===== config.mk =====
export PLATFORM = sky130hd
export DESIGN_NAME = slip_frame_decoder_top_flat
export DESIGN_NICKNAME = d
export VERILOG_FILES = /design/src/rtl/sfd_pkg.sv /design/src/rtl/sfd_if.sv /design/src/rtl/sfd_store.sv /design/src/rtl/sfd_ctrl.sv /design/src/rtl/slip_frame_decoder_top.sv /design/src/flat_wrapper.sv
export SDC_FILE = /design/constraint.sdc
export NUM_CORES = 1
export LEC_CHECK = 0
export ABC_AREA = 1
export BUFFER_PORTS_ARGS = -buffer_cell sky130_fd_sc_hd__buf_2
export CAP_MARGIN = 20
export CORE_MARGIN = 4
export CORE_UTILIZATION = 45
export DETAILED_ROUTE_END_ITERATION = 16
export GPL_ROUTABILITY_DRIVEN = 0
export PLACE_DENSITY = 0.61
export SKIP_LAST_GASP = 1
export SYNTH_ARGS = -nofsm -noshare
export SYNTH_HDL_FRONTEND = slang
export SYNTH_SLANG_ARGS = --single-unit

===== constraint.sdc =====
create_clock -name clk -period 5.8 [get_ports clk]
set_clock_uncertainty 0.2 [all_clocks]
set_input_delay 0.29 -clock clk [delete_from_list [all_inputs] [get_ports clk]]
set_output_delay 0.29 -clock clk [all_outputs]
set_load 0.05 [all_outputs]

===== src/rtl/sfd_pkg.sv =====
// ----------------------------------------------------------------------------
// SLIP frame decoder package
// Byte codes, result kinds and controller states shared by the decoder files.
// ----------------------------------------------------------------------------
`timescale 1ns / 1ps
`default_nettype none

package sfd_pkg;

  // SLIP special bytes
  localparam logic [7:0] SLIP_END     = 8'hC0;
  localparam logic [7:0] SLIP_ESC     = 8'hDB;
  localparam logic [7:0] SLIP_ESC_END = 8'hDC;
  localparam logic [7:0] SLIP_ESC_ESC = 8'hDD;

  // Width of the capacity register
  localparam int CAP_W = 7;

  // Result kinds
  typedef enum logic [1:0] {
    KIND_BYTE     = 2'd0,
    KIND_EMPTY    = 2'd1,
    KIND_OVERFLOW = 2'd2
  } kind_t;

  // Controller states
  typedef enum logic [2:0] {
    S_IDLE,
    S_OVF,
    S_EMPTY,
    S_READ,
    S_LOAD
  } state_t;

endpackage

`default_nettype wire


===== src/rtl/sfd_if.sv =====
// ----------------------------------------------------------------------------
// SLIP frame decoder channels
// Valid/ready channels for received bytes, decoded results and configuration.
// ----------------------------------------------------------------------------
`timescale 1ns / 1ps
`default_nettype none

interface sfd_in_if;
  logic       valid;
  logic       ready;
  logic [7:0] rx_byte;

  modport source (output valid, output rx_byte, input ready);
  modport sink   (input valid, input rx_byte, output ready);
endinterface

interface sfd_out_if;
  logic          valid;
  logic          ready;
  sfd_pkg::kind_t kind;
  logic [7:0]    data_byte;
  logic          last;

  modport source (output valid, output kind, output data_byte, output last, input ready);
  modport sink   (input valid, input kind, input data_byte, input last, output ready);
endinterface

interface sfd_cfg_if;
  logic                      valid;
  logic                      ready;
  logic [sfd_pkg::CAP_W-1:0] capacity;

  modport source (output valid, output capacity, input ready);
  modport sink   (input valid, input capacity, output ready);
endinterface

`default_nettype wire


===== src/rtl/sfd_store.sv =====
// ----------------------------------------------------------------------------
// SLIP message store
// Single-port-write, single-port-read byte memory with a registered read.
// ----------------------------------------------------------------------------
`timescale 1ns / 1ps
`default_nettype none

module sfd_store #(
  parameter int STORE_BYTES = 64
) (
  input  wire logic                           clk,
  input  wire logic                           wr_en,
  input  wire logic [$clog2(STORE_BYTES)-1:0] wr_addr,
  input  wire logic [7:0]                     wr_data,
  input  wire logic                           rd_en,
  input  wire logic [$clog2(STORE_BYTES)-1:0] rd_addr,
  output logic      [7:0]                     rd_data
);

  logic [7:0] mem [STORE_BYTES];

  // Write one byte
  always_ff @(posedge clk) begin
    if (wr_en) begin
      mem[wr_addr] <= wr_data;
    end
  end

  // Registered read; hold data between reads
  always_ff @(posedge clk) begin
    if (rd_en) begin
      rd_data <= mem[rd_addr];
    end
  end

endmodule

`default_nettype wire


===== src/rtl/sfd_ctrl.sv =====
// ----------------------------------------------------------------------------
// SLIP decoder controller
// Unescapes bytes into the store, detects overflow and replays messages.
// ----------------------------------------------------------------------------
`timescale 1ns / 1ps
`default_nettype none

module sfd_ctrl #(
  parameter int STORE_BYTES = 64
) (
  input  wire logic                           clk,
  input  wire logic                           rst,
  input  wire logic [sfd_pkg::CAP_W-1:0]      capacity,
  sfd_in_if.sink                              rx,
  sfd_out_if.source                           res,
  output logic                                wr_en,
  output logic      [$clog2(STORE_BYTES)-1:0] wr_addr,
  output logic      [7:0]                     wr_data,
  output logic                                rd_en,
  output logic      [$clog2(STORE_BYTES)-1:0] rd_addr,
  input  wire logic [7:0]                     rd_data
);

  localparam int AW = $clog2(STORE_BYTES);
  localparam int CW = $clog2(STORE_BYTES + 1);

  sfd_pkg::state_t state, state_next;

  logic          esc;
  logic          esc_next;
  logic [CW-1:0] fill;
  logic [CW-1:0] fill_next;
  logic          pend_empty;
  logic          pend_replay;
  logic [AW-1:0] rd_idx;
  logic [AW-1:0] rd_last;

  logic          out_valid;
  sfd_pkg::kind_t out_kind;
  logic [7:0]    out_data;
  logic          out_last;

  logic          accept;
  logic          can_load;
  logic          load;
  sfd_pkg::kind_t load_kind;
  logic [7:0]    eff;
  logic          ovf;
  logic [CW-1:0] fill_c;
  logic          esc_c;
  logic          empty_c;
  logic          replay_c;
  logic [7:0]    b;

  assign b        = rx.rx_byte;
  assign accept   = rx.valid && rx.ready;
  assign can_load = !out_valid || res.ready;

  // Effective capacity saturates at the store size; check free slots
  assign eff    = ({1'b0, capacity} > 8'(STORE_BYTES)) ? 8'(STORE_BYTES)
                                                       : {1'b0, capacity};
  assign ovf    = (8'(fill) + 8'd2) > eff;
  assign fill_c = ovf ? '0 : fill;
  assign esc_c  = ovf ? 1'b0 : esc;

  assign empty_c  = !esc_c && (b == sfd_pkg::SLIP_END) && (fill_c == '0);
  assign replay_c = !esc_c && (b == sfd_pkg::SLIP_END) && (fill_c != '0);

  // Decode the byte: store write, fill and escape update
  always_comb begin
    wr_en     = 1'b0;
    wr_addr   = fill_c[AW-1:0];
    wr_data   = b;
    fill_next = fill_c;
    esc_next  = 1'b0;
    priority if (esc_c) begin
      if (b == sfd_pkg::SLIP_ESC_END) begin
        wr_en     = 1'b1;
        wr_data   = sfd_pkg::SLIP_END;
        fill_next = fill_c + CW'(1);
      end else if (b == sfd_pkg::SLIP_ESC_ESC) begin
        wr_en     = 1'b1;
        wr_data   = sfd_pkg::SLIP_ESC;
        fill_next = fill_c + CW'(1);
      end else begin
        fill_next = '0;
      end
    end else if (b == sfd_pkg::SLIP_END) begin
      fill_next = '0;
    end else if (b == sfd_pkg::SLIP_ESC) begin
      esc_next = 1'b1;
    end else begin
      wr_en     = 1'b1;
      fill_next = fill_c + CW'(1);
    end
    wr_en = wr_en && accept;
  end

  // Next state
  always_comb begin
    state_next = state;
    unique case (state)
      sfd_pkg::S_IDLE: begin
        if (accept) begin
          priority if (ovf)      state_next = sfd_pkg::S_OVF;
          else if (empty_c)      state_next = sfd_pkg::S_EMPTY;
          else if (replay_c)     state_next = sfd_pkg::S_READ;
          else                   state_next = sfd_pkg::S_IDLE;
        end
      end
      sfd_pkg::S_OVF: begin
        if (can_load) begin
          priority if (pend_empty) state_next = sfd_pkg::S_EMPTY;
          else if (pend_replay)    state_next = sfd_pkg::S_READ;
          else                     state_next = sfd_pkg::S_IDLE;
        end
      end
      sfd_pkg::S_EMPTY: begin
        if (can_load) state_next = sfd_pkg::S_IDLE;
      end
      sfd_pkg::S_READ: begin
        state_next = sfd_pkg::S_LOAD;
      end
      sfd_pkg::S_LOAD: begin
        if (can_load) begin
          state_next = (rd_idx == rd_last) ? sfd_pkg::S_IDLE : sfd_pkg::S_READ;
        end
      end
      default: state_next = sfd_pkg::S_IDLE;
    endcase
  end

  // State outputs
  always_comb begin
    rx.ready  = 1'b0;
    load      = 1'b0;
    load_kind = sfd_pkg::KIND_BYTE;
    rd_en     = 1'b0;
    unique case (state)
      sfd_pkg::S_IDLE: begin
        rx.ready = 1'b1;
      end
      sfd_pkg::S_OVF: begin
        load      = can_load;
        load_kind = sfd_pkg::KIND_OVERFLOW;
      end
      sfd_pkg::S_EMPTY: begin
        load      = can_load;
        load_kind = sfd_pkg::KIND_EMPTY;
      end
      sfd_pkg::S_READ: begin
        rd_en = 1'b1;
      end
      sfd_pkg::S_LOAD: begin
        load = can_load;
      end
      default: begin
        rx.ready = 1'b0;
      end
    endcase
  end

  assign rd_addr = rd_idx;

  // Control registers
  always_ff @(posedge clk) begin
    if (rst) begin
      state <= sfd_pkg::S_IDLE;
      fill  <= '0;
      esc   <= 1'b0;
    end else begin
      state <= state_next;
      if (accept) begin
        fill <= fill_next;
        esc  <= esc_next;
      end
    end
  end

  // Capture what the accepted byte still owes
  always_ff @(posedge clk) begin
    if (accept) begin
      pend_empty  <= empty_c;
      pend_replay <= replay_c;
      rd_idx      <= '0;
      rd_last     <= AW'(fill_c - CW'(1));
    end else if (state == sfd_pkg::S_LOAD && can_load) begin
      rd_idx <= rd_idx + AW'(1);
    end
  end

  // Output register: load a beat, drop it when taken
  always_ff @(posedge clk) begin
    if (rst) begin
      out_valid <= 1'b0;
    end else if (load) begin
      out_valid <= 1'b1;
    end else if (res.ready) begin
      out_valid <= 1'b0;
    end
  end

  always_ff @(posedge clk) begin
    if (load) begin
      out_kind <= load_kind;
      if (load_kind == sfd_pkg::KIND_BYTE) begin
        out_data <= rd_data;
        out_last <= (rd_idx == rd_last);
      end else begin
        out_data <= 8'd0;
        out_last <= 1'b1;
      end
    end
  end

  assign res.valid     = out_valid;
  assign res.kind      = out_kind;
  assign res.data_byte = out_data;
  assign res.last      = out_last;

endmodule

`default_nettype wire


===== src/rtl/slip_frame_decoder_top.sv =====
// ----------------------------------------------------------------------------
// SLIP frame decoder
// Decodes a SLIP byte stream into message bytes, empty and overflow events.
// ----------------------------------------------------------------------------
// Usage:
//   rx  : one raw SLIP byte per beat (valid/ready).
//   res : result beats {kind, data_byte, last}; kind is message byte,
//         empty message or overflow. last marks the final byte of a message
//         and is set on every event beat.
//   cfg : write beat of the capacity register; always ready. Write only
//         while the decoder is idle.
//   An END that replays stored bytes is accepted first; then each byte is
//   read from the store and then loaded into the output register. Each
//   event beat is loaded into the output register from its own state
//   after its byte is accepted.
//   rx.ready is high only while the controller is idle, so one byte is in
//   work at a time; the output register lets the next byte enter while the
//   last result still waits. A stalled res holds the controller in place.
//   Reset clears the fill count, the escape flag and the output valid, and
//   sets capacity to 64. The store needs no clearing.
// ----------------------------------------------------------------------------
`timescale 1ns / 1ps
`default_nettype none

module slip_frame_decoder_top #(
  parameter int STORE_BYTES = 64
) (
  input wire logic  clk,
  input wire logic  rst,
  sfd_in_if.sink    rx,
  sfd_out_if.source res,
  sfd_cfg_if.sink   cfg
);

  localparam int AW = $clog2(STORE_BYTES);

  logic [sfd_pkg::CAP_W-1:0] capacity;
  logic                      wr_en;
  logic [AW-1:0]             wr_addr;
  logic [7:0]                wr_data;
  logic                      rd_en;
  logic [AW-1:0]             rd_addr;
  logic [7:0]                rd_data;

  // Capacity register
  assign cfg.ready = 1'b1;

  always_ff @(posedge clk) begin
    if (rst) begin
      capacity <= sfd_pkg::CAP_W'(64);
    end else if (cfg.valid && cfg.ready) begin
      capacity <= cfg.capacity;
    end
  end

  sfd_ctrl #(
    .STORE_BYTES (STORE_BYTES)
  ) u_ctrl (
    .clk      (clk),
    .rst      (rst),
    .capacity (capacity),
    .rx       (rx),
    .res      (res),
    .wr_en    (wr_en),
    .wr_addr  (wr_addr),
    .wr_data  (wr_data),
    .rd_en    (rd_en),
    .rd_addr  (rd_addr),
    .rd_data  (rd_data)
  );

  sfd_store #(
    .STORE_BYTES (STORE_BYTES)
  ) u_store (
    .clk     (clk),
    .wr_en   (wr_en),
    .wr_addr (wr_addr),
    .wr_data (wr_data),
    .rd_en   (rd_en),
    .rd_addr (rd_addr),
    .rd_data (rd_data)
  );

endmodule

`default_nettype wire


===== src/flat_wrapper.sv =====
// flat-port wrapper written by rule: the top's interface ports become plain ports
module slip_frame_decoder_top_flat 
#(
  parameter int STORE_BYTES = 64
)
  (clk, rst, rx_valid, rx_rx_byte, rx_ready, res_valid, res_kind, res_data_byte, res_last, res_ready, cfg_valid, cfg_capacity, cfg_ready);
  sfd_in_if rx_i ();
  sfd_out_if res_i ();
  sfd_cfg_if cfg_i ();
  input wire logic clk;
  input wire logic rst;
  input wire logic [$bits(rx_i.valid)-1:0] rx_valid;
  input wire logic [$bits(rx_i.rx_byte)-1:0] rx_rx_byte;
  output wire logic [$bits(rx_i.ready)-1:0] rx_ready;
  output wire logic [$bits(res_i.valid)-1:0] res_valid;
  output wire logic [$bits(res_i.kind)-1:0] res_kind;
  output wire logic [$bits(res_i.data_byte)-1:0] res_data_byte;
  output wire logic [$bits(res_i.last)-1:0] res_last;
  input wire logic [$bits(res_i.ready)-1:0] res_ready;
  input wire logic [$bits(cfg_i.valid)-1:0] cfg_valid;
  input wire logic [$bits(cfg_i.capacity)-1:0] cfg_capacity;
  output wire logic [$bits(cfg_i.ready)-1:0] cfg_ready;
  assign rx_i.valid = rx_valid;
  assign rx_i.rx_byte = rx_rx_byte;
  assign rx_ready = rx_i.ready;
  assign res_valid = res_i.valid;
  assign res_kind = res_i.kind;
  assign res_data_byte = res_i.data_byte;
  assign res_last = res_i.last;
  assign res_i.ready = res_ready;
  assign cfg_i.valid = cfg_valid;
  assign cfg_i.capacity = cfg_capacity;
  assign cfg_ready = cfg_i.ready;
  slip_frame_decoder_top #(.STORE_BYTES(STORE_BYTES)) u_core (.clk(clk), .rst(rst), .rx(rx_i), .res(res_i), .cfg(cfg_i));
endmodule

======== After elaboration in Yosys (flattened, before gate mapping) ========
Memory sizes are Yosys's and may differ from the RTL's. A register that Yosys moved wholly into a read port is not among the register bits.
Index checks and enable logic that the tools add are counted.
word-level totals
  register bits ........................... 44
  word-level logic and storage cells ...... 86
  memory bits (read-only) ................. 0
  output and inout port bits .............. 14
  bits in writable memories ............... 512
  input bits .............................. 20
  memories kept ........................... 1
  latch bits .............................. 0
memories
  name                depth  width  rd ports  clocked after Yosys merged registers in  write ports  RTL line         source
  u_core.u_store.mem  64     8      1         1                                        1            sfd_store.sv:20  logic [7:0] mem [STORE_BYTES];
operators by class
  div/mod/pow operators ................... 0
  reductions and logical operators ........ 16
  bitwise gates (word level) .............. 0
  order comparisons ....................... 2
  shift operators ......................... 0
  mux-type cells .......................... 38
  add/sub/neg operators ................... 4
  multipliers ............................. 0
  equality and inequality tests ........... 13
operators with widths
  kind                                                   number
  two-way mux 7 bit                                      7
  equality test 8 bit (second input constant)            4
  two-way mux 8 bit                                      3
  two-way mux 1 bit                                      16
  one-hot mux 3 bit (5 select lines)                     1
  two-way mux 2 bit                                      6
  two-way mux 3 bit                                      4
  adder 7 x 2 -> 8 bit (second input constant)           1
  greater-than comparator 8 x 7 -> 1 bit                 1
  inequality test 2 bit (second input constant)          4
  adder 7 x 1 -> 7 bit (second input constant)           1
  greater-than comparator 7 bit (second input constant)  1
  zero test 7 bit                                        1
  nonzero test 7 bit                                     1
  adder 6 x 1 -> 6 bit (second input constant)           1
  equality test 3 x 2 -> 1 bit (second input constant)   2
  equality test 6 bit                                    1
  logical AND 1 bit                                      6
  subtractor 6 x 1 -> 6 bit (second input constant)      1
  one-hot mux 2 bit (2 select lines)                     1
  AND reduction 4 bit                                    1
  equality test 3 x 1 -> 1 bit (second input constant)   1
  equality test 3 bit (second input constant)            1
  zero test 3 bit                                        1
  other kinds (5)                                        6

======== Longest topological paths before layout ========
  depth in word-level cells ............... 12
  depth in mapped cells ................... 24
  depth with buffers taken out ............ 22

======== By module ========
Synthesis repeated with hierarchy kept, for this count alone.
unflattened totals
  cells, all modules ...................... 2,166
  area, all modules ....................... 24,065.6 sq um
modules (own cells, without submodules)
  module                  area each (sq um)  instances  cells each  sequential area each (sq um)
  sfd_store               21,419.3           1          1,805       15,615.0
  sfd_ctrl                2,351.0            1          316         930.9
  slip_frame_decoder_top  295.3              1          45          140.1

======== Worst setup path after synthesis ========
OpenSTA, ideal clock, no wires.
  path kind ............................... register to register
  from .................................... reg u_core.u_ctrl.fill[3]
  to ...................................... mem u_core.u_store.mem[0][1], data pin
  required time ........................... 4.898 ns
  cell stages (with the launch flop) ...... 13
  data arrival time ....................... 4.191 ns
  setup time .............................. 0.702 ns
  setup slack ............................. 0.708 ns
  buffers on the path ..................... 1
  clock period less this slack ............ 5.092 ns
  cell sequence ........................... dfxtp_1 > buf_4 > inv_1 > nor2_1 > nand3_1 > xor2_1 > ha_1 > nand3_1 > nor2_2 > nand2_1 > nand2_1 > nand2_2 > o21ai_0
between the ends
  word-level cells in the longest chain between the ends .. 4
RTL lines
  element                                 RTL line         source
  start, declared                         sfd_ctrl.sv:31   logic [CW-1:0] fill;
  start signal, assigned                  sfd_ctrl.sv:174  fill <= fill_next;
  adder 7 x 2 -> 8 bit                    sfd_ctrl.sv:62   assign ovf = (8'(fill) + 8'd2) > eff;
  greater-than comparator 8 x 7 -> 1 bit  sfd_ctrl.sv:62
  two-way mux 1 bit                       sfd_ctrl.sv:64   assign esc_c = ovf ? 1'b0 : esc;
  two-way mux 8 bit                       sfd_ctrl.sv:76   priority if (esc_c) begin
  via u_core.u_ctrl.wr_data[1]            sfd_ctrl.sv:18   output logic [7:0] wr_data,
  end, declared                           sfd_store.sv:20
The timed path passes the listed nets, and every way through them passes these cells.

======== Worst setup path after layout ========
  from .................................... reg u_core.u_ctrl.fill[3]
  to ...................................... mem u_core.u_store.mem[57][6] (enable)
between the ends
  word-level cells in the longest chain between the ends .. 7
  elaborated cells between the ends (all ways) .. 8
  those cells by class .................... 1 x add/sub; 1 x order compare; 5 x mux; 1 x reduce/logical
RTL lines
  element                                  RTL line         source
  adder 7 x 2 -> 8 bit                     sfd_ctrl.sv:62
  greater-than comparator 8 x 7 -> 1 bit   sfd_ctrl.sv:62
  two-way mux 1 bit                        sfd_ctrl.sv:64
  two-way mux 1 bit                        sfd_ctrl.sv:76
  logical AND 1 bit                        sfd_ctrl.sv:96   wr_en = wr_en && accept;
  two-way mux 1 bit                        sfd_store.sv:24  if (wr_en) begin
  two-way mux 1 bit (implied by the code)  sfd_store.sv:25  mem[wr_addr] <= wr_data;
Several ways; a longest one is shown, not always the timed one.

==> metrics.md <==
| Metric | Value |
|---|---|
| Initial Util | `between 40% and 50%` |
| Synthesized instance count | `about 1,800` |
| Most common cell in the synthesized netlist | `edfxtp_1` |
| Register bit total from synthesis | `about 560` |
| IO Port Bufs | `32` |
| Tmin final | `about 5000 ps` |
| FILL cells | `between 4,000 and 5,000` |
| Final Hold Fails | `0` |
| Critical Path Source Type | `flop` |
| Die X | `approximately 230 µm` |
| Synth unique cells | `40` |
| Core ar. | `between 50,000 and 60,000 µm²` |
| Unrepaired setup endpoints after global routing | `no` |
| Vias | `15,067` |
| Fraction of layout cells with a size suffix above 1 | `between 8 and 9%` |
| Clk root buf | `clkbuf_16` |
| Worst-Margin Slew | `1060 ps` |
| CP Capture Type | `flop` |
| Worst-case clock buffer depth | `3` |
| Post-CTS Setup Repair Bufs | `0` |
| Fin crit share | `86.1%` |
| Logic pwr share | `3.8%` |
| Setup Viol. Count Final | `0` |
| Top post-synthesis cells by count | `539 x edfxtp_1, 366 x nor2_1, 273 x o21ai_0` |
| Clock power share | `41.6%` |
| Max Clk Rate | `roughly 0.2 GHz` |
| Worst-path clk slew | `70 ps` |
| Design area | `25,800 µm²` |
| Die Ht | `roughly 230 µm` |
| Initial antenna violation count | `1` |
| Number of global-route vias before repair | `14,676` |
| Iteration-0 DRC Markers | `around 1,800` |
| DRT Wirelength | `60,800 µm` |
| Multi-input gate area | `5570 µm²` |
| Crit path required time | `5830 ps` |
| Most area-hungry cell type in the Yosys netlist | `edfxtp_1` |
| Worst slew margin | `29.0%` |
| CP Data Arrival Time | `~5000 ps` |
| Post-synthesis sequential area ratio | `72.8%` |
| GRT Total Usage | `22.1%` |
| WL per Instance | `23.5 µm` |
| Max Cap Violations | `0` |
| Slowest stage delay, CP | `810 ps` |
| Crit-path slowest cell | `nor2_1` |
| Avg Inst Size Synth | `12.4 µm²` |
| Status | `completed` |
| Leak pwr | `8.47 nW` |
| Clock latency on the worst-skew pair | `approximately 610 ps` |
| IO Pins | `34` |
| Final nets | `1,908` |
| Area contributors post-synth | `edfxtp_1 71%, nor2_1 6.0%, o21ai_0 6.0%` |
| Share of the synthesized area in the top cell type | `70.6%` |
| CTS tree | `yes` |
| Hold crit path type | `in2reg` |
| Clock Sinks | `564` |
| DP Area | `23,700 µm²` |
| # DRC | `0` |
| HP Start | `rx_rx_byte[4]` |
| Critical Setup Path Class | `reg2reg` |
| Pwr Total | `8.25 mW` |
| DRT antenna net count | `0` |
| Setup tns final | `0 ps` |
| Post-CTS Hold Buffers | `31` |
| Die Footprint | `54,600 µm²` |
| GRT overflow | `0` |
| First-pass detailed-route iteration total | `6` |
| CTS Buf Count | `56` |
| Synth Flop Type | `edfxtp_1` |
| Synthesized net count | `1,880` |
| Number of synthesized flops with an enable pin | `539` |
| Vias/cell | `between 5 and 6` |
| Internal power | `6.49 mW` |
| Sw frac | `approximately a fifth` |
| H-tree levels | `2` |
| CP Cell Sequence | `inv_1, nor2_1, nand3_1, xor2_1, ha_1, nand3_1, nor2_2, nand2_1, nand2_1, nand2_2, nand2_1, nand2_4, nor2_8, nand3_1, nor2_1` |
| CP Launch Point | `u_core.u_ctrl.fill[3]$_SDFFE_PP0P_` |
| CP Max Fanout | `11` |
| Post-DP HPWL | `35,200 µm` |
| Fraction of registers with async set/reset | `0%` |
| Peak supply drop | `0.000218 V` |
| Num rows | `just over 80` |
| Register area | `16,700 µm²` |
| First-pass GRT wire length | `90,300 µm` |
| R2r startpoint | `u_core.u_ctrl.fill[3]$_SDFFE_PP0P_` |
| Yosys warns | `0` |
| Mapped Area | `22,900 µm²` |
| PwrDens | `320 nW/µm²` |
| Cell family with most CP delay | `simple AND/OR/NAND/NOR gates` |
| Sw power | `1.76 mW` |
| Power share of the sequential group | `between 50% and 60%` |
| Largest net degree at the start of global routing | `115` |
| Synth-to-Final Area Change | `12.4%` |
| Worst path buffer plus inverter count | `1` |
| PostCTS Resize Cnt | `0` |
| Max-slew violations | `0` |
power groups by stage:
stage / sequential (mW) / combinational (mW) / clock [mW]
after detailed placement: 4.59 / 0.292 / 0
after CTS: 4.51 / 0.309 / 3.50
after global routing: 4.51 / 0.332 / 3.67
final: 4.51 / 0.310 / 3.44
after floorplan: 4.61 / 0.149 / 0
after global placement: 4.59 / 0.291 / 0
worst register-to-register path: stages, from the launching register on:
cell	delay [ps]
dfxtp_1	570
inv_1	180
nor2_1	220
nand3_1	120
xor2_1	170
ha_1	290
nand3_1	90
nor2_2	120
nand2_1	60
nand2_1	440
nand2_2	210
nand2_1	160
nand2_4	90
nor2_8	180
nand3_1	690
nor2_1	820
flip-flops by register name (all words and copies together), names as in the netlist, 2 cells and up:
signal                       flops
u_core.u_store.mem             512
u_core.u_ctrl.res.data_byte      8
u_core.u_store.rd_data           8
u_core.capacity                  7
u_core.u_ctrl.fill               7
u_core.u_ctrl.rd_addr            6
u_core.u_ctrl.rd_last            6
u_core.u_ctrl.state              3
u_core.u_ctrl.res.kind           2
per-stage QoR:
step	cells	hold WS (ps)	util, %	setup WS (ps)
after floorplan	1849	159	-	708
after global placement	2458	252	47.2	988
after detailed placement	2459	260	47.2	892
after CTS	2591	16.3	51.2	874
after global routing	2592	59.2	51.3	588
final	2593	58.2	51.3	808
kinds of logic (layout without fill, tap and decap cells):
| kind of cell | Yosys count | after routing | share of synthesized area, % |
|---|---|---|---|
| AND/OR/NAND/NOR | 631 | 631 | 11.8 |
| flip-flops | 564 | 564 | 72.8 |
| AO/OA/AOI/OAI | 447 | 447 | 11.2 |
| XOR/XNOR | 12 | 12 | 0.458 |
| adder cells (fa/ha/maj) | 11 | 11 | 0.600 |
| buffers and inverters | 183 | 254 | 3.12 |
| other | 1 | 2 | 0.0164 |
routing by layer:
layer  track usage [%]  up-vias  wire length [µm]
met5                 0        -                 0
li1                  -     6854                 -
met2              35.2      666             28500
met4              7.80        0              2020
met3              4.44      124              4980
met1              30.6     7423             25300
final timing paths:
kind,end,slack (ps),cells after the start
hold reg to reg,u_core.u_ctrl.fill[0]$_SDFFE_PP0P_,310,2
setup reg to reg,u_core.u_store.mem[57][6]$_DFFE_PP_,810,15
hold / removal,u_core.u_ctrl.pend_empty$_DFFE_PP_,60,4
setup / recovery,u_core.u_store.mem[57][6]$_DFFE_PP_,810,15
cell usage in the layout (no fill, tap or decap), drive strengths merged, types with 2 or more instances in the layout:
cell         count
o21ai          276
bufinv           3
nand4           38
clkbuf          66
nor3            11
nand2          147
clkinvlp         2
o221ai          52
edfxtp         539
dfxtp           25
o22ai           79
nor4             2
clkinv          33
a31oi            3
nand3           57
inv             66
xor2            10
dlygate4sd3     31
buf             53
ha              11
o211ai          14
xnor2            2
a21oi           21
nor2           375
layout make-up:
| class | count | share of cell area (%) |
|---|---|---|
| repair buffers | 84 | 2.60 |
| well taps | 672 | 3.26 |
| clock buffers | 66 | 5.67 |
| flip-flops and latches | 564 | 64.8 |
| inverters | 69 | 1.04 |
| multi-input cells | 1102 | 21.6 |
| diodes | 1 | 0.00971 |
| clock inverters | 35 | 1.01 |
No activity file was read; power rests on OpenSTA's default activity.
